===== src/hw/rtl/pcgm_pkg.sv =====
package pcgm_pkg;

  localparam int CHANNEL_BITS_DEF  = 8;
  localparam int POS_FRAC_BITS_DEF = 16;

  localparam int DATA_BITS     = 64;
  localparam int ADDR_BITS     = 6;
  localparam int MODE_BITS     = 3;
  localparam int REPEAT_BITS   = 8;
  localparam int NUM_STOPS     = 11;
  localparam int NUM_PAIR_REGS = 5;
  localparam int STOP_IDX_BITS = 4;
  localparam int SPAN_BITS     = 3;
  localparam int IP_BITS       = 6;

  typedef enum logic [MODE_BITS-1:0] {
    MODE_THREE     = 3'd0,
    MODE_FOUR      = 3'd1,
    MODE_SEVEN     = 3'd2,
    MODE_ELEVEN    = 3'd3,
    MODE_REP_BLEND = 3'd4,
    MODE_REP_STEP  = 3'd5
  } mode_t;

  typedef enum logic [2:0] {
    REG_MODE       = 3'd0,
    REG_REPEAT     = 3'd1,
    REG_STOPS_1_2  = 3'd2,
    REG_STOPS_3_4  = 3'd3,
    REG_STOPS_5_6  = 3'd4,
    REG_STOPS_7_8  = 3'd5,
    REG_STOPS_9_10 = 3'd6,
    REG_STOP_11    = 3'd7
  } reg_idx_t;

  typedef logic [STOP_IDX_BITS-1:0] stop_idx_t;

  typedef struct packed {
    stop_idx_t             lo;
    stop_idx_t             hi;
    logic [SPAN_BITS-1:0]  span;
    logic                  blank;
  } seg_sel_t;

  // Segment boundaries of the eleven-stop ramp, in fortieths of the range.
  localparam logic [IP_BITS-1:0] SEG_START [NUM_STOPS] = '{
    6'd0, 6'd6, 6'd11, 6'd15, 6'd18, 6'd20, 6'd22, 6'd25, 6'd29, 6'd34, 6'd40
  };

  function automatic stop_idx_t seg_of(input logic [IP_BITS-1:0] ip);
    stop_idx_t seg;
    seg = '0;
    for (int i = 1; i < NUM_STOPS - 1; i++) begin
      if (ip >= SEG_START[i]) begin
        seg = seg + 1'b1;
      end
    end
    return seg;
  endfunction

endpackage


===== src/hw/rtl/pcgm_regs.sv =====
module pcgm_regs #(
  parameter int CHANNEL_BITS = pcgm_pkg::CHANNEL_BITS_DEF
) (
  input  logic                                clk,
  input  logic                                rst,
  input  logic                                psel,
  input  logic                                penable,
  input  logic                                pwrite,
  input  logic [pcgm_pkg::ADDR_BITS-1:0]      paddr,
  input  logic [pcgm_pkg::DATA_BITS-1:0]      pwdata,
  output logic [pcgm_pkg::DATA_BITS-1:0]      prdata,
  output pcgm_pkg::mode_t                     mode,
  output logic [pcgm_pkg::REPEAT_BITS-1:0]    repeat_count,
  output logic [pcgm_pkg::NUM_STOPS-1:0][2:0][CHANNEL_BITS-1:0] stops
);
  import pcgm_pkg::*;

  localparam int EXT_BITS  = 6 * CHANNEL_BITS;
  localparam int PAIR_BITS = (6 * CHANNEL_BITS > DATA_BITS) ? DATA_BITS : 6 * CHANNEL_BITS;
  localparam int LAST_BITS = (3 * CHANNEL_BITS > DATA_BITS) ? DATA_BITS : 3 * CHANNEL_BITS;

  logic [PAIR_BITS-1:0] pair [NUM_PAIR_REGS];
  logic [LAST_BITS-1:0] last_stop;
  logic [EXT_BITS-1:0]  pair_ext [NUM_PAIR_REGS];
  logic [EXT_BITS-1:0]  last_ext;
  logic                 wr;
  reg_idx_t             idx;

  assign wr  = psel && penable && pwrite;
  assign idx = reg_idx_t'(paddr[ADDR_BITS-1:3]);

  always_ff @(posedge clk) begin
    if (rst) begin
      mode         <= MODE_THREE;
      repeat_count <= REPEAT_BITS'(1);
      for (int i = 0; i < NUM_PAIR_REGS; i++) begin
        pair[i] <= '0;
      end
      last_stop    <= '0;
    end else if (wr) begin
      case (idx)
        REG_MODE:       mode         <= mode_t'(pwdata[MODE_BITS-1:0]);
        REG_REPEAT:     repeat_count <= pwdata[REPEAT_BITS-1:0];
        REG_STOPS_1_2:  pair[0]      <= pwdata[PAIR_BITS-1:0];
        REG_STOPS_3_4:  pair[1]      <= pwdata[PAIR_BITS-1:0];
        REG_STOPS_5_6:  pair[2]      <= pwdata[PAIR_BITS-1:0];
        REG_STOPS_7_8:  pair[3]      <= pwdata[PAIR_BITS-1:0];
        REG_STOPS_9_10: pair[4]      <= pwdata[PAIR_BITS-1:0];
        REG_STOP_11:    last_stop    <= pwdata[LAST_BITS-1:0];
        default:        mode         <= mode;
      endcase
    end
  end

  always_comb begin
    case (idx)
      REG_MODE:       prdata = DATA_BITS'(mode);
      REG_REPEAT:     prdata = DATA_BITS'(repeat_count);
      REG_STOPS_1_2:  prdata = DATA_BITS'(pair[0]);
      REG_STOPS_3_4:  prdata = DATA_BITS'(pair[1]);
      REG_STOPS_5_6:  prdata = DATA_BITS'(pair[2]);
      REG_STOPS_7_8:  prdata = DATA_BITS'(pair[3]);
      REG_STOPS_9_10: prdata = DATA_BITS'(pair[4]);
      REG_STOP_11:    prdata = DATA_BITS'(last_stop);
      default:        prdata = '0;
    endcase
  end

  always_comb begin
    for (int i = 0; i < NUM_PAIR_REGS; i++) begin
      pair_ext[i] = EXT_BITS'(pair[i]);
    end
    last_ext = EXT_BITS'(last_stop);
  end

  // Channel bits that would lie above the register width read as zero.
  for (genvar s = 0; s < NUM_STOPS; s++) begin : g_stop
    for (genvar c = 0; c < 3; c++) begin : g_ch
      localparam int POS = (s % 2) * 3 * CHANNEL_BITS + c * CHANNEL_BITS;
      if (s < NUM_STOPS - 1) begin : g_pair
        assign stops[s][c] = pair_ext[s / 2][POS +: CHANNEL_BITS];
      end else begin : g_last
        assign stops[s][c] = last_ext[POS +: CHANNEL_BITS];
      end
    end
  end

endmodule


===== src/hw/rtl/pcgm_locate.sv =====
module pcgm_locate #(
  parameter int POSITION_FRAC_BITS = pcgm_pkg::POS_FRAC_BITS_DEF
) (
  input  logic                                clk,
  input  logic                                rst,
  input  logic                                pos_valid,
  output logic                                pos_ready,
  input  logic signed [POSITION_FRAC_BITS+1:0] position,
  input  pcgm_pkg::mode_t                     mode,
  input  logic [pcgm_pkg::REPEAT_BITS-1:0]    repeat_count,
  output logic                                sel_valid,
  input  logic                                sel_ready,
  output pcgm_pkg::seg_sel_t                  sel,
  output logic [POSITION_FRAC_BITS+2:0]       num
);
  import pcgm_pkg::*;

  localparam int F   = POSITION_FRAC_BITS;
  localparam int PW  = F + 2;
  localparam int NW  = F + 3;
  localparam int SW  = F + IP_BITS;
  localparam int RW  = REPEAT_BITS + 3;
  localparam int XW  = PW + RW;
  localparam int HW  = XW - F;
  localparam logic [HW-1:0] RECIP3     = HW'((2 ** HW) / 3);
  localparam logic [NW-1:0] HALF       = NW'(2 ** (F - 1));
  localparam logic [NW-1:0] THREE_HALF = NW'(3 * (2 ** (F - 1)));
  localparam logic [NW-1:0] FIVE_HALF  = NW'(5 * (2 ** (F - 1)));

  // Stage A: scaled position, range flags and distance from the center.
  logic                 a_valid, a_below, a_above;
  logic [SW-1:0]        a_scaled;
  logic [PW-1:0]        a_dist;
  logic [IP_BITS-1:0]   mult;
  logic signed [PW:0]   shifted;
  logic [SW-1:0]        scaled_next;
  logic [PW-1:0]        dist_next;

  // Stage B: segment choice for the fixed ramps, phase product for the cycle.
  logic                 b_valid, b_ready;
  seg_sel_t             b_sel, b_sel_next;
  logic [NW-1:0]        b_num, b_num_next;
  logic [XW-1:0]        b_x, x_next;
  logic [RW-1:0]        rc6;
  logic [IP_BITS-1:0]   ip;
  logic [F-1:0]         fr;
  stop_idx_t            seg, last_idx;
  logic [IP_BITS-1:0]   start;

  // Stage C: quotient estimate for the phase modulo three.
  logic                 c_valid, c_ready;
  seg_sel_t             c_sel;
  logic [NW-1:0]        c_num;
  logic [HW-1:0]        c_h, c_q;
  logic [F-1:0]         c_l;
  logic [2*HW-1:0]      prod3;

  // Stage D: phase within the cycle and the cycle's segment choice.
  logic                 d_ready;
  seg_sel_t             d_sel_next;
  logic [NW-1:0]        d_num_next;
  logic [HW-1:0]        rem;
  logic [2:0]           rem3;
  logic [NW-1:0]        phase;

  assign pos_ready = !a_valid || b_ready;
  assign b_ready   = !b_valid || c_ready;
  assign c_ready   = !c_valid || d_ready;
  assign d_ready   = !sel_valid || sel_ready;

  always_comb begin
    case (mode)
      MODE_THREE: mult = IP_BITS'(2);
      MODE_FOUR:  mult = IP_BITS'(3);
      MODE_SEVEN: mult = IP_BITS'(6);
      default:    mult = IP_BITS'(40);
    endcase
    scaled_next = SW'(position[F-1:0]) * SW'(mult);
    shifted     = $signed({position[PW-1], position}) - $signed((PW + 1)'(HALF));
    if (shifted[PW]) begin
      dist_next = PW'(-shifted);
    end else begin
      dist_next = PW'(shifted);
    end
  end

  always_ff @(posedge clk) begin
    if (rst) begin
      a_valid <= 1'b0;
    end else if (pos_ready) begin
      a_valid <= pos_valid;
    end
  end

  always_ff @(posedge clk) begin
    if (pos_ready && pos_valid) begin
      a_below  <= position[PW-1];
      a_above  <= !position[PW-1] && (position[PW-2:F] != '0);
      a_scaled <= scaled_next;
      a_dist   <= dist_next;
    end
  end

  always_comb begin
    ip    = a_scaled[SW-1:F];
    fr    = a_scaled[F-1:0];
    rc6   = (RW'(repeat_count) << 2) + (RW'(repeat_count) << 1);
    x_next = XW'(rc6) * XW'(a_dist);
    seg   = seg_of(ip);
    start = SEG_START[seg];
    case (mode)
      MODE_THREE: last_idx = 4'd2;
      MODE_FOUR:  last_idx = 4'd3;
      MODE_SEVEN: last_idx = 4'd6;
      default:    last_idx = 4'd10;
    endcase
    b_sel_next = '{lo: '0, hi: '0, span: SPAN_BITS'(1), blank: 1'b0};
    b_num_next = '0;
    case (mode)
      MODE_THREE, MODE_FOUR, MODE_SEVEN, MODE_ELEVEN: begin
        if (a_below) begin
          b_sel_next.lo = '0;
          b_sel_next.hi = '0;
        end else if (a_above) begin
          b_sel_next.lo = last_idx;
          b_sel_next.hi = last_idx;
        end else if (mode == MODE_ELEVEN) begin
          b_sel_next.lo   = seg;
          b_sel_next.hi   = seg + 1'b1;
          b_sel_next.span = SPAN_BITS'(SEG_START[seg + 1'b1] - start);
          b_num_next      = {SPAN_BITS'(ip - start), fr};
        end else begin
          b_sel_next.lo = STOP_IDX_BITS'(ip);
          b_sel_next.hi = STOP_IDX_BITS'(ip) + 1'b1;
          b_num_next    = NW'(fr);
        end
      end
      MODE_REP_BLEND, MODE_REP_STEP: begin
        b_sel_next.blank = 1'b0;
      end
      default: begin
        b_sel_next.blank = 1'b1;
      end
    endcase
  end

  always_ff @(posedge clk) begin
    if (rst) begin
      b_valid <= 1'b0;
    end else if (b_ready) begin
      b_valid <= a_valid;
    end
  end

  always_ff @(posedge clk) begin
    if (b_ready && a_valid) begin
      b_sel <= b_sel_next;
      b_num <= b_num_next;
      b_x   <= x_next;
    end
  end

  assign prod3 = (2 * HW)'(b_x[XW-1:F]) * (2 * HW)'(RECIP3);

  always_ff @(posedge clk) begin
    if (rst) begin
      c_valid <= 1'b0;
    end else if (c_ready) begin
      c_valid <= b_valid;
    end
  end

  always_ff @(posedge clk) begin
    if (c_ready && b_valid) begin
      c_sel <= b_sel;
      c_num <= b_num;
      c_h   <= b_x[XW-1:F];
      c_q   <= prod3[2*HW-1:HW];
      c_l   <= b_x[F-1:0];
    end
  end

  always_comb begin
    rem  = c_h - ((c_q << 1) + c_q);
    rem3 = rem[2:0];
    if (rem3 >= 3'd3) begin
      rem3 = rem3 - 3'd3;
    end
    phase      = NW'({rem3[1:0], c_l});
    d_sel_next = c_sel;
    d_num_next = c_num;
    case (mode)
      MODE_REP_BLEND: begin
        d_sel_next.span = SPAN_BITS'(1);
        if (phase < HALF) begin
          d_sel_next.lo = 4'd0;
          d_sel_next.hi = 4'd1;
          d_num_next    = phase + HALF;
        end else if (phase < THREE_HALF) begin
          d_sel_next.lo = 4'd1;
          d_sel_next.hi = 4'd2;
          d_num_next    = phase - HALF;
        end else if (phase < FIVE_HALF) begin
          d_sel_next.lo = 4'd2;
          d_sel_next.hi = 4'd0;
          d_num_next    = phase - THREE_HALF;
        end else begin
          d_sel_next.lo = 4'd0;
          d_sel_next.hi = 4'd1;
          d_num_next    = phase - FIVE_HALF;
        end
      end
      MODE_REP_STEP: begin
        d_sel_next.span = SPAN_BITS'(1);
        d_num_next      = '0;
        if (phase < HALF) begin
          d_sel_next.lo = 4'd0;
        end else if (phase < THREE_HALF) begin
          d_sel_next.lo = 4'd1;
        end else if (phase < FIVE_HALF) begin
          d_sel_next.lo = 4'd2;
        end else begin
          d_sel_next.lo = 4'd0;
        end
        d_sel_next.hi = d_sel_next.lo;
      end
      default: begin
        d_sel_next = c_sel;
      end
    endcase
  end

  always_ff @(posedge clk) begin
    if (rst) begin
      sel_valid <= 1'b0;
    end else if (d_ready) begin
      sel_valid <= c_valid;
    end
  end

  always_ff @(posedge clk) begin
    if (d_ready && c_valid) begin
      sel <= d_sel_next;
      num <= d_num_next;
    end
  end

endmodule


===== src/hw/rtl/pcgm_blend.sv =====
module pcgm_blend #(
  parameter int CHANNEL_BITS       = pcgm_pkg::CHANNEL_BITS_DEF,
  parameter int POSITION_FRAC_BITS = pcgm_pkg::POS_FRAC_BITS_DEF
) (
  input  logic                          clk,
  input  logic                          rst,
  input  logic                          sel_valid,
  output logic                          sel_ready,
  input  pcgm_pkg::seg_sel_t            sel,
  input  logic [POSITION_FRAC_BITS+2:0] num,
  input  logic [pcgm_pkg::NUM_STOPS-1:0][2:0][CHANNEL_BITS-1:0] stops,
  output logic                          color_valid,
  input  logic                          color_stall,
  output logic [CHANNEL_BITS-1:0]       red,
  output logic [CHANNEL_BITS-1:0]       green,
  output logic [CHANNEL_BITS-1:0]       blue
);
  import pcgm_pkg::*;

  localparam int F     = POSITION_FRAC_BITS;
  localparam int CB    = CHANNEL_BITS;
  localparam int NW    = F + 3;
  localparam int PRODW = NW + CB + 2;
  localparam int BASEW = CB + SPAN_BITS;
  localparam int QW    = CB + SPAN_BITS;
  localparam int MW    = QW + 1;
  localparam logic [MW-1:0] RECIP_1 = MW'(2 ** QW);
  localparam logic [MW-1:0] RECIP_2 = MW'((2 ** QW) / 2);
  localparam logic [MW-1:0] RECIP_3 = MW'((2 ** QW) / 3);
  localparam logic [MW-1:0] RECIP_4 = MW'((2 ** QW) / 4);
  localparam logic [MW-1:0] RECIP_5 = MW'((2 ** QW) / 5);
  localparam logic [MW-1:0] RECIP_6 = MW'((2 ** QW) / 6);

  // Stage E: stop fetch and the weighted difference.
  logic                    e_valid, f_ready;
  logic signed [PRODW-1:0] e_prod [3];
  logic [BASEW-1:0]        e_base [3];
  logic [SPAN_BITS-1:0]    e_span;
  logic                    e_blank;
  logic [CB-1:0]           lo_ch [3];
  logic [CB-1:0]           hi_ch [3];
  logic signed [CB:0]      diff [3];

  // Stage F: integer part of the blended value, scaled by the span.
  logic                    f_valid, g_ready;
  logic [QW-1:0]           f_q1 [3];
  logic [SPAN_BITS-1:0]    f_span;
  logic                    f_blank;
  logic signed [PRODW-1:0] sum [3];

  // Stage G: quotient estimate by the span's reciprocal.
  logic                    g_valid, h_ready;
  logic [QW-1:0]           g_q1 [3];
  logic [CB-1:0]           g_qest [3];
  logic [SPAN_BITS-1:0]    g_span;
  logic                    g_blank;
  logic [MW-1:0]           recip;
  logic [QW+MW-1:0]        prodm [3];

  // Stage H: one correction step, then the output register.
  logic [QW-1:0]           rem [3];
  logic [CB-1:0]           quot [3];
  logic [CB-1:0]           h_ch [3];

  assign sel_ready = !e_valid || f_ready;
  assign f_ready   = !f_valid || g_ready;
  assign g_ready   = !g_valid || h_ready;
  assign h_ready   = !color_valid || !color_stall;

  always_comb begin
    for (int c = 0; c < 3; c++) begin
      lo_ch[c] = stops[sel.lo][c];
      hi_ch[c] = stops[sel.hi][c];
      diff[c]  = $signed({1'b0, hi_ch[c]}) - $signed({1'b0, lo_ch[c]});
    end
  end

  always_ff @(posedge clk) begin
    if (rst) begin
      e_valid <= 1'b0;
    end else if (sel_ready) begin
      e_valid <= sel_valid;
    end
  end

  always_ff @(posedge clk) begin
    if (sel_ready && sel_valid) begin
      for (int c = 0; c < 3; c++) begin
        e_prod[c] <= $signed({1'b0, num}) * diff[c];
        e_base[c] <= BASEW'(lo_ch[c]) * BASEW'(sel.span);
      end
      e_span  <= sel.span;
      e_blank <= sel.blank;
    end
  end

  always_comb begin
    for (int c = 0; c < 3; c++) begin
      sum[c] = $signed(PRODW'(e_base[c]) << F) + e_prod[c];
    end
  end

  always_ff @(posedge clk) begin
    if (rst) begin
      f_valid <= 1'b0;
    end else if (f_ready) begin
      f_valid <= e_valid;
    end
  end

  always_ff @(posedge clk) begin
    if (f_ready && e_valid) begin
      for (int c = 0; c < 3; c++) begin
        f_q1[c] <= sum[c][F+QW-1:F];
      end
      f_span  <= e_span;
      f_blank <= e_blank;
    end
  end

  always_comb begin
    case (f_span)
      3'd2:    recip = RECIP_2;
      3'd3:    recip = RECIP_3;
      3'd4:    recip = RECIP_4;
      3'd5:    recip = RECIP_5;
      3'd6:    recip = RECIP_6;
      default: recip = RECIP_1;
    endcase
    for (int c = 0; c < 3; c++) begin
      prodm[c] = (QW + MW)'(f_q1[c]) * (QW + MW)'(recip);
    end
  end

  always_ff @(posedge clk) begin
    if (rst) begin
      g_valid <= 1'b0;
    end else if (g_ready) begin
      g_valid <= f_valid;
    end
  end

  always_ff @(posedge clk) begin
    if (g_ready && f_valid) begin
      for (int c = 0; c < 3; c++) begin
        g_q1[c]   <= f_q1[c];
        g_qest[c] <= prodm[c][QW+CB-1:QW];
      end
      g_span  <= f_span;
      g_blank <= f_blank;
    end
  end

  always_comb begin
    for (int c = 0; c < 3; c++) begin
      rem[c] = g_q1[c] - QW'(QW'(g_qest[c]) * QW'(g_span));
      if (rem[c] >= QW'(g_span)) begin
        quot[c] = g_qest[c] + 1'b1;
      end else begin
        quot[c] = g_qest[c];
      end
    end
  end

  always_ff @(posedge clk) begin
    if (rst) begin
      color_valid <= 1'b0;
    end else if (h_ready) begin
      color_valid <= g_valid;
    end
  end

  always_ff @(posedge clk) begin
    if (h_ready && g_valid) begin
      for (int c = 0; c < 3; c++) begin
        h_ch[c] <= g_blank ? '0 : quot[c];
      end
    end
  end

  assign red   = h_ch[0];
  assign green = h_ch[1];
  assign blue  = h_ch[2];

endmodule


===== src/hw/rtl/piecewise_color_gradient_map_top.sv =====
// Throughput: one position per cycle while the output is not stalled; four
// stages locate the segment and the blend weight, four more fetch the stops,
// interpolate and divide by the span. Bubbles close up under output stall, so
// input is taken while results wait, until the pipeline is full.
// Reset (synchronous, active high) empties the pipeline and returns the
// registers to mode 0, a repeat count of one and all stops black.
module piecewise_color_gradient_map_top #(
  parameter int CHANNEL_BITS       = pcgm_pkg::CHANNEL_BITS_DEF,
  parameter int POSITION_FRAC_BITS = pcgm_pkg::POS_FRAC_BITS_DEF
) (
  input  logic                                 clk,
  input  logic                                 rst,
  input  logic                                 psel,
  input  logic                                 penable,
  input  logic                                 pwrite,
  input  logic [pcgm_pkg::ADDR_BITS-1:0]       paddr,
  input  logic [pcgm_pkg::DATA_BITS-1:0]       pwdata,
  output logic [pcgm_pkg::DATA_BITS-1:0]       prdata,
  output logic                                 pready,
  input  logic                                 position_valid,
  output logic                                 position_stall,
  input  logic signed [POSITION_FRAC_BITS+1:0] position,
  output logic                                 color_valid,
  input  logic                                 color_stall,
  output logic [CHANNEL_BITS-1:0]              red,
  output logic [CHANNEL_BITS-1:0]              green,
  output logic [CHANNEL_BITS-1:0]              blue
);
  import pcgm_pkg::*;

  mode_t                                  mode;
  logic [REPEAT_BITS-1:0]                 repeat_count;
  logic [NUM_STOPS-1:0][2:0][CHANNEL_BITS-1:0] stops;
  logic                                   pos_ready;
  logic                                   sel_valid;
  logic                                   sel_ready;
  seg_sel_t                               sel;
  logic [POSITION_FRAC_BITS+2:0]          num;

  assign pready         = 1'b1;
  assign position_stall = !pos_ready;

  pcgm_regs #(
    .CHANNEL_BITS (CHANNEL_BITS)
  ) u_regs (
    .clk          (clk),
    .rst          (rst),
    .psel         (psel),
    .penable      (penable),
    .pwrite       (pwrite),
    .paddr        (paddr),
    .pwdata       (pwdata),
    .prdata       (prdata),
    .mode         (mode),
    .repeat_count (repeat_count),
    .stops        (stops)
  );

  pcgm_locate #(
    .POSITION_FRAC_BITS (POSITION_FRAC_BITS)
  ) u_locate (
    .clk          (clk),
    .rst          (rst),
    .pos_valid    (position_valid),
    .pos_ready    (pos_ready),
    .position     (position),
    .mode         (mode),
    .repeat_count (repeat_count),
    .sel_valid    (sel_valid),
    .sel_ready    (sel_ready),
    .sel          (sel),
    .num          (num)
  );

  pcgm_blend #(
    .CHANNEL_BITS       (CHANNEL_BITS),
    .POSITION_FRAC_BITS (POSITION_FRAC_BITS)
  ) u_blend (
    .clk         (clk),
    .rst         (rst),
    .sel_valid   (sel_valid),
    .sel_ready   (sel_ready),
    .sel         (sel),
    .num         (num),
    .stops       (stops),
    .color_valid (color_valid),
    .color_stall (color_stall),
    .red         (red),
    .green       (green),
    .blue        (blue)
  );

endmodule

===== config.mk =====
export PLATFORM = sky130hd
export DESIGN_NAME = piecewise_color_gradient_map_top
export DESIGN_NICKNAME = d
export VERILOG_FILES = /design/src/hw/rtl/pcgm_pkg.sv /design/src/hw/rtl/pcgm_regs.sv /design/src/hw/rtl/pcgm_locate.sv /design/src/hw/rtl/pcgm_blend.sv /design/src/hw/rtl/piecewise_color_gradient_map_top.sv
export SDC_FILE = /design/constraint.sdc
export NUM_CORES = 2
export LEC_CHECK = 0
export BUFFER_PORTS_ARGS = -buffer_cell sky130_fd_sc_hd__buf_2
export CAP_MARGIN = 20
export CORE_MARGIN = 3
export CORE_UTILIZATION = 50
export DETAILED_ROUTE_END_ITERATION = 8
export PLACE_DENSITY = 0.68
export SYNTH_ARGS = -nofsm -noshare
export SYNTH_HDL_FRONTEND = slang
export SYNTH_SLANG_ARGS = --single-unit

===== constraint.sdc =====
create_clock -name clk -period 9 [get_ports clk]
set_input_delay 0.45 -clock clk [delete_from_list [all_inputs] [get_ports clk]]
set_output_delay 0.45 -clock clk [all_outputs]
set_load 0.05 [all_outputs]

* Word-level counts from Yosys, hierarchy flattened *
Memories as Yosys holds them, arrays and structs flattened.
Index checks and enable logic that the tools add are counted.

word-level totals
  register bits = 241
  memory bits (writable) = 474
  bits in read-only memories = 192
  word-level logic and storage cells = 263
  memories = 9

cells by class
  $add $sub $neg = 34
  $mul = 15
  $lt $le $gt $ge = 20
  eq/ne operators = 17
  muxes and demuxes = 78
  bitwise operators = 9
  reduce and logical (&&, ||, !) cells = 40

memory list
  name             words  bits a word  read ports  clocked after memory_dff  wr ports  line                text
  u_regs.pair      5      48           5           0                         5         pcgm_regs.sv:22     logic [PAIR_BITS-1:0] pair [NUM_PAIR_REGS];
  (no name shown)  16     6            1           0                         0         pcgm_locate.sv:110  start = SEG_START[seg];
  (no name shown)  16     6            1           0                         0         pcgm_locate.sv:130  b_sel_next.span = SPAN_BITS'(SEG_START[seg + 1'b1] - start);
  u_blend.e_prod   3      29           3           0                         3         pcgm_blend.sv:36    logic signed [PRODW-1:0] e_prod [3];
  u_blend.e_base   3      11           3           0                         3         pcgm_blend.sv:37    logic [BASEW-1:0] e_base [3];
  u_blend.f_q1     3      11           3           0                         3         pcgm_blend.sv:46    logic [QW-1:0] f_q1 [3];
  3 more memories  -      -            -           -                         -         -

operator list
  kind                                                               number
  case mux 64 bit (8 select lines)                                   1
  2-to-1 mux 48 bit                                                  5
  binary-select mux 24 bit (select 4 bit)                            2
  multiplier 20 x 9 -> 29 bit                                        3
  adder 27 bit                                                       3
  2-to-1 mux 8 bit                                                   10
  multiplier 8 x 3 -> 11 bit                                         6
  case mux 12 bit (5 select lines)                                   1
  multiplier 11 x 12 -> 19 bit                                       3
  2-to-1 mux 19 bit                                                  3
  2-to-1 mux 24 bit                                                  2
  case mux 19 bit (2 select lines)                                   1
  subtractor 18 x 17 -> 19 bit, second input constant                2
  adder 4 x 1 -> 4 bit, second input constant                        9
  2-to-1 mux 4 bit                                                   9
  greater-or-equal comparator 11 x 3 -> 1 bit                        3
  subtractor 11 bit                                                  3
  2-to-1 mux 1 bit                                                   32
  greater-or-equal comparator 6 x 5 -> 1 bit, second input constant  5
  multiplier 11 x 18 -> 29 bit                                       1
  equality test 3 bit, second input constant                         9
  subtractor 8 x 8 -> 9 bit                                          3
  adder 8 x 1 -> 8 bit, second input constant                        3
  multiplier 16 x 6 -> 22 bit                                        1
  40 further kinds                                                   93

* Longest topological paths before layout *
  depth after elaboration = 24
  gate-level depth with buffers = 39
  depth with buffers taken out = 36

* Cells and area by module *
A second synthesis with hierarchy kept.

second synthesis, totals
  cells, all modules = 6704
  area, all modules = 70761.6 sq um

modules (own cells, without submodules)
  module                            instances  cells an instance  area an instance (sq um)  sequential area each (sq um)
  pcgm_blend                        1          4194               41066.9                   5845.6
  pcgm_locate                       1          1761               18255.0                   5605.4
  pcgm_regs                         1          746                11424.7                   7907.6
  piecewise_color_gradient_map_top  1          3                  15.0                      0.0

* Least setup slack after synthesis *
OpenSTA, ideal clock, no wires.

  kind = flip-flop to flip-flop
  start point = register, netlist name u_locate.sel[8]
  end point = memory u_blend.e_prod[0][26] in the netlist's numbering, data pin
  library setup time = 0.268 ns
  arrival = 9.109 ns
  slack = -0.377 ns
  cell stages (with the launch flop) = 37
  buffers on the path = 4
  cells stage by stage = edfxtp_1 > clkbuf_1 > buf_1 > clkbuf_1 > mux4_2 > nand2_1 > o21ai_0 > ha_1 > inv_1 > fa_1 > a21o_1 > a21oi_1 > o21bai_1 > a21oi_1 > nor2b_1 > o21ai_0 > nand2b_1 > clkbuf_1 > or2_2 > fa_1 > fa_1 > inv_1 > fa_1 > fa_1 > inv_1 > fa_1 > inv_1 > ha_1 > a2111o_1 > a31oi_1 > o21ai_0 > o2111ai_1 > a31oi_1 > o41ai_1 > o21ai_0 > o41ai_1 > xnor2_1

RTL lines
  element        line
  end, declared  pcgm_blend.sv:36

==> flow_summary.json <==
{
  "status": "completed",
  "timing.rr.start": "u_locate.sel[5]",
  "worstMarginPinSlew_ps": 1200,
  "nets": 8339,
  "grt_pass1_wl_mm": 271,
  "crit_slowest_cell": "fa_1",
  "clock_path_buffers": 3,
  "cts-buffers-inserted": 76,
  "clock_latency_ps": 710,
  "tritoncts": "built",
  "portBuffers": 149,
  "drt_wl_total_mm": 171,
  "start_util_pct": 50.5,
  "period_share_pct": 95.3,
  "antenna_found_initial": 3,
  "layout-drive-gt1-share_pct": 9.50,
  "num_io_pins": 186,
  "crit_path_start_kind": "flip-flop",
  "avgSynthCellArea_um2": 10.5,
  "startpoint": "u_locate.sel[5]",
  "cp_max_fo": 18,
  "yosysSeqAreaShare_pct": 27.8,
  "post_drt_wl_per_cell_um": 19.8,
  "async_flop_share_pct": 0,
  "pwr-share-comb_pct": 56.2,
  "layout.cells.non_filler": 8675,
  "place_area_mm2": 0.0730,
  "cp.arrival_ps": 8960,
  "yosys_register_bits": 659,
  "grt_overflow": 0,
  "die_area_mm2": 0.144,
  "cts_htree_levels": 3,
  "hold_class": "input port to flip-flop",
  "synth_ff_type": "edfxtp_1",
  "p_sw_share_pct": 39.7,
  "cts_root_buf": "clkbuf_16",
  "cap_violations": 0,
  "dieHeight_um": 379,
  "num_rows": 136,
  "hold_violations": 0,
  "syn-cell-area_mm2": 0.0697,
  "ant_nets": 0,
  "yosysWarnings": 0,
  "synthTopCellsByArea": "edfxtp_1, fa_1, ha_1",
  "path_class": "flip-flop to flip-flop",
  "area_delta_synth_final_pct": 9.46,
  "holdWs_ps": 40.2,
  "diodes": 0,
  "setup_viol_count_final": 0,
  "vias": 48400,
  "reg2reg_depth": 38,
  "drtIter0Drc": 3828,
  "numPlacedInstances": 8500,
  "viasPerCell": 5.57,
  "synthCells": 6623,
  "end_kind": "flip-flop",
  "reg2reg_slack_ps": 420,
  "peakVddDrop_mv": 0.243,
  "seqPwrFrac_pct": 24.2,
  "layout_common_cells": "inv_1, fa_1, nand2_1",
  "grt_usage_pct": 24.0,
  "ys_types": 82,
  "relSlewSlack_pct": 19.4,
  "slowest_delay_ps": 490,
  "max_freq_ghz": 0.117,
  "cts_sinks": 659,
  "synth_edf_count": 616,
  "grt_max_degree": 71,
  "clk_pin_slew_ps": 60,
  "cpMostUsedCell": "fa_1",
  "place.gp.congestion": 0.873,
  "power_density_mw_per_mm2": 218,
  "final_common_cell": "inv_1",
  "fin_crit_ps": 8580,
  "worstPathRequired_ps": 9390,
  "leakage_nw": 34.5,
  "drt_drc_violations_left": 0,
  "synth_top_cell_area_share_pct": 26.5,
  "switching_power_mw": 6.60,
  "synth_top_cell_by_area": "edfxtp_1",
  "clockPowerShare_pct": 19.6,
  "crit_end": "u_blend.e_prod[0][55]",
  "core_area_mm2": 0.138,
  "slew_viol_final": 0,
  "worstReg2RegEnd": "u_blend.e_prod[0][55]",
  "grt_pass1_vias": 50700,
  "intPower_mw": 10.0,
  "die_x_um": 379,
  "finish.utilization_pct": 55.3,
  "final_area_mm2": 0.0763,
  "first_pass_iters": 6,
  "skew_ps": 64.0,
  "hpwl_mm": 128
}
==> state kept, by name (all words and copies together) (netlist names), 22 cells and up <==
| name | cells |
|---|---|
| u_blend.h_ch | 24 |
| u_blend.e_base | 33 |
| u_locate.b_x | 28 |
| u_locate.a_scaled | 22 |
| u_regs.last_stop | 24 |
| u_blend.f_q1 | 33 |
| u_blend.g_qest | 24 |
| u_blend.e_prod | 33 |
| u_blend.g_q1 | 33 |
| u_regs.pair | 240 |
==> how the worst min path moves through the flow <==
stage	startpoint	end	slack (ps)	cells after the start
after floorplan	u_locate.sel[0]	u_blend.e_blank	400	0
after global placement	u_locate.b_x[5]	u_locate.c_l[5]	400	0
after detailed placement	u_locate.b_x[7]	u_locate.c_l[7]	400	0
after CTS	pwdata[14]	u_regs.last_stop[14]	0.04	3
after global routing	pwdata[14]	u_regs.last_stop[14]	20	3
final	pwdata[9]	u_regs.last_stop[9]	40	3
==> synthesized netlist by cell type, types with 9 or more instances <==
library cell,count
mux2i_1,90
and3_1,49
nand3_1,42
nor2_1,258
a211oi_1,10
and2_1,551
fa_1,842
nand2_1,688
inv_1,998
nand4_1,14
a22o_1,11
a21o_1,67
edfxtp_1,616
o211ai_1,52
mux4_2,100
or3_1,14
dfxtp_1,43
ha_1,648
nand2b_1,109
xor2_1,69
a22oi_1,64
a31oi_1,15
or2_2,22
o21bai_1,32
buf_4,20
a221oi_1,17
nor3b_1,9
xnor2_1,201
a221o_1,17
clkbuf_1,249
a41o_1,9
a21oi_1,193
o21ai_0,208
a21boi_0,16
nor2b_1,57
nor3_1,39
buf_1,34
o31ai_1,10
mux2_2,24
o21a_1,34
==> layout make-up <==
type                       instances  area, um2
fill                           11700      61700
multi-input combinational       4675      45700
sequential                       659      19400
inverter                         999       3750
timing repair buffer             343       2550
tap                             1863       2330
clock buffer                      98       2080
clock inverter                    38        577
==> power groups by stage <==
| stage | logic, mW | clock network [mW] | registers, mW |
|---|---|---|---|
| finish | 9.34 | 3.26 | 4.03 |
| global route | 10.8 | 3.44 | 4.04 |
| global placement | 8.90 | 0 | 4.08 |
| detailed placement | 9.22 | 0 | 4.08 |
| CTS | 9.32 | 3.32 | 4.02 |
| floorplan | 7.03 | 0 | 4.00 |
==> per-layer routing <==
metal  wire (um)  global-route usage [%]  vias to the layer above
met5          30                       0                        -
met4        7290                    9.68                        4
met3       11700                    3.99                      375
met2       83400                    40.7                     1800
met1       69000                    30.7                    24200
li1            -                       -                    22000
==> critical path, delay by kind of cell (launching register included) <==
family,cells,cell delay (ps)
AOI/OAI and AO/OA,14,2800
DFF,1,360
adders and majority gates,7,2810
buffers and inverters,8,1260
xor gates and xnor gates,2,250
and+or+nand+nor,7,740
==> timing repair <==
action / CTS / global route
pin swaps: 0 / 8
setup buffers: 0 / 14
cloned: 0 / 5
hold buffers: 14 / 0
setup endpoints to repair: 1 / 19
endpoints found under the hold margin: 20 / 0
gates resized for setup: 1 / 43
==> per-stage QoR <==
step           setup slack, ps  setup TNS [ps]  total power [mW]
2_1_floorplan             3.78               0              11.0
3_3_place_gp               235               0              13.0
3_5_place_dp              35.0               0              13.3
4_1_cts                   3.36               0              16.7
5_1_grt                  -17.5           -17.7              18.2
6_report                   425               0              16.6
==> cell families (layout without fill, tap and decap cells) <==
group           after synthesis  in the layout  share of synthesized area (%)
other cells                   2             17                         0.0108
xor+xnor                    274            274                           3.52
fa+ha+maj                  1491           1491                           35.8
mux                         214            214                           4.91
buf+inv                    1304           1478                           7.14
simple gates               1882           1882                           13.4
flops                       659            659                           27.8
compound gates              797            797                           7.39
Power figures use the tool's default switching activity.
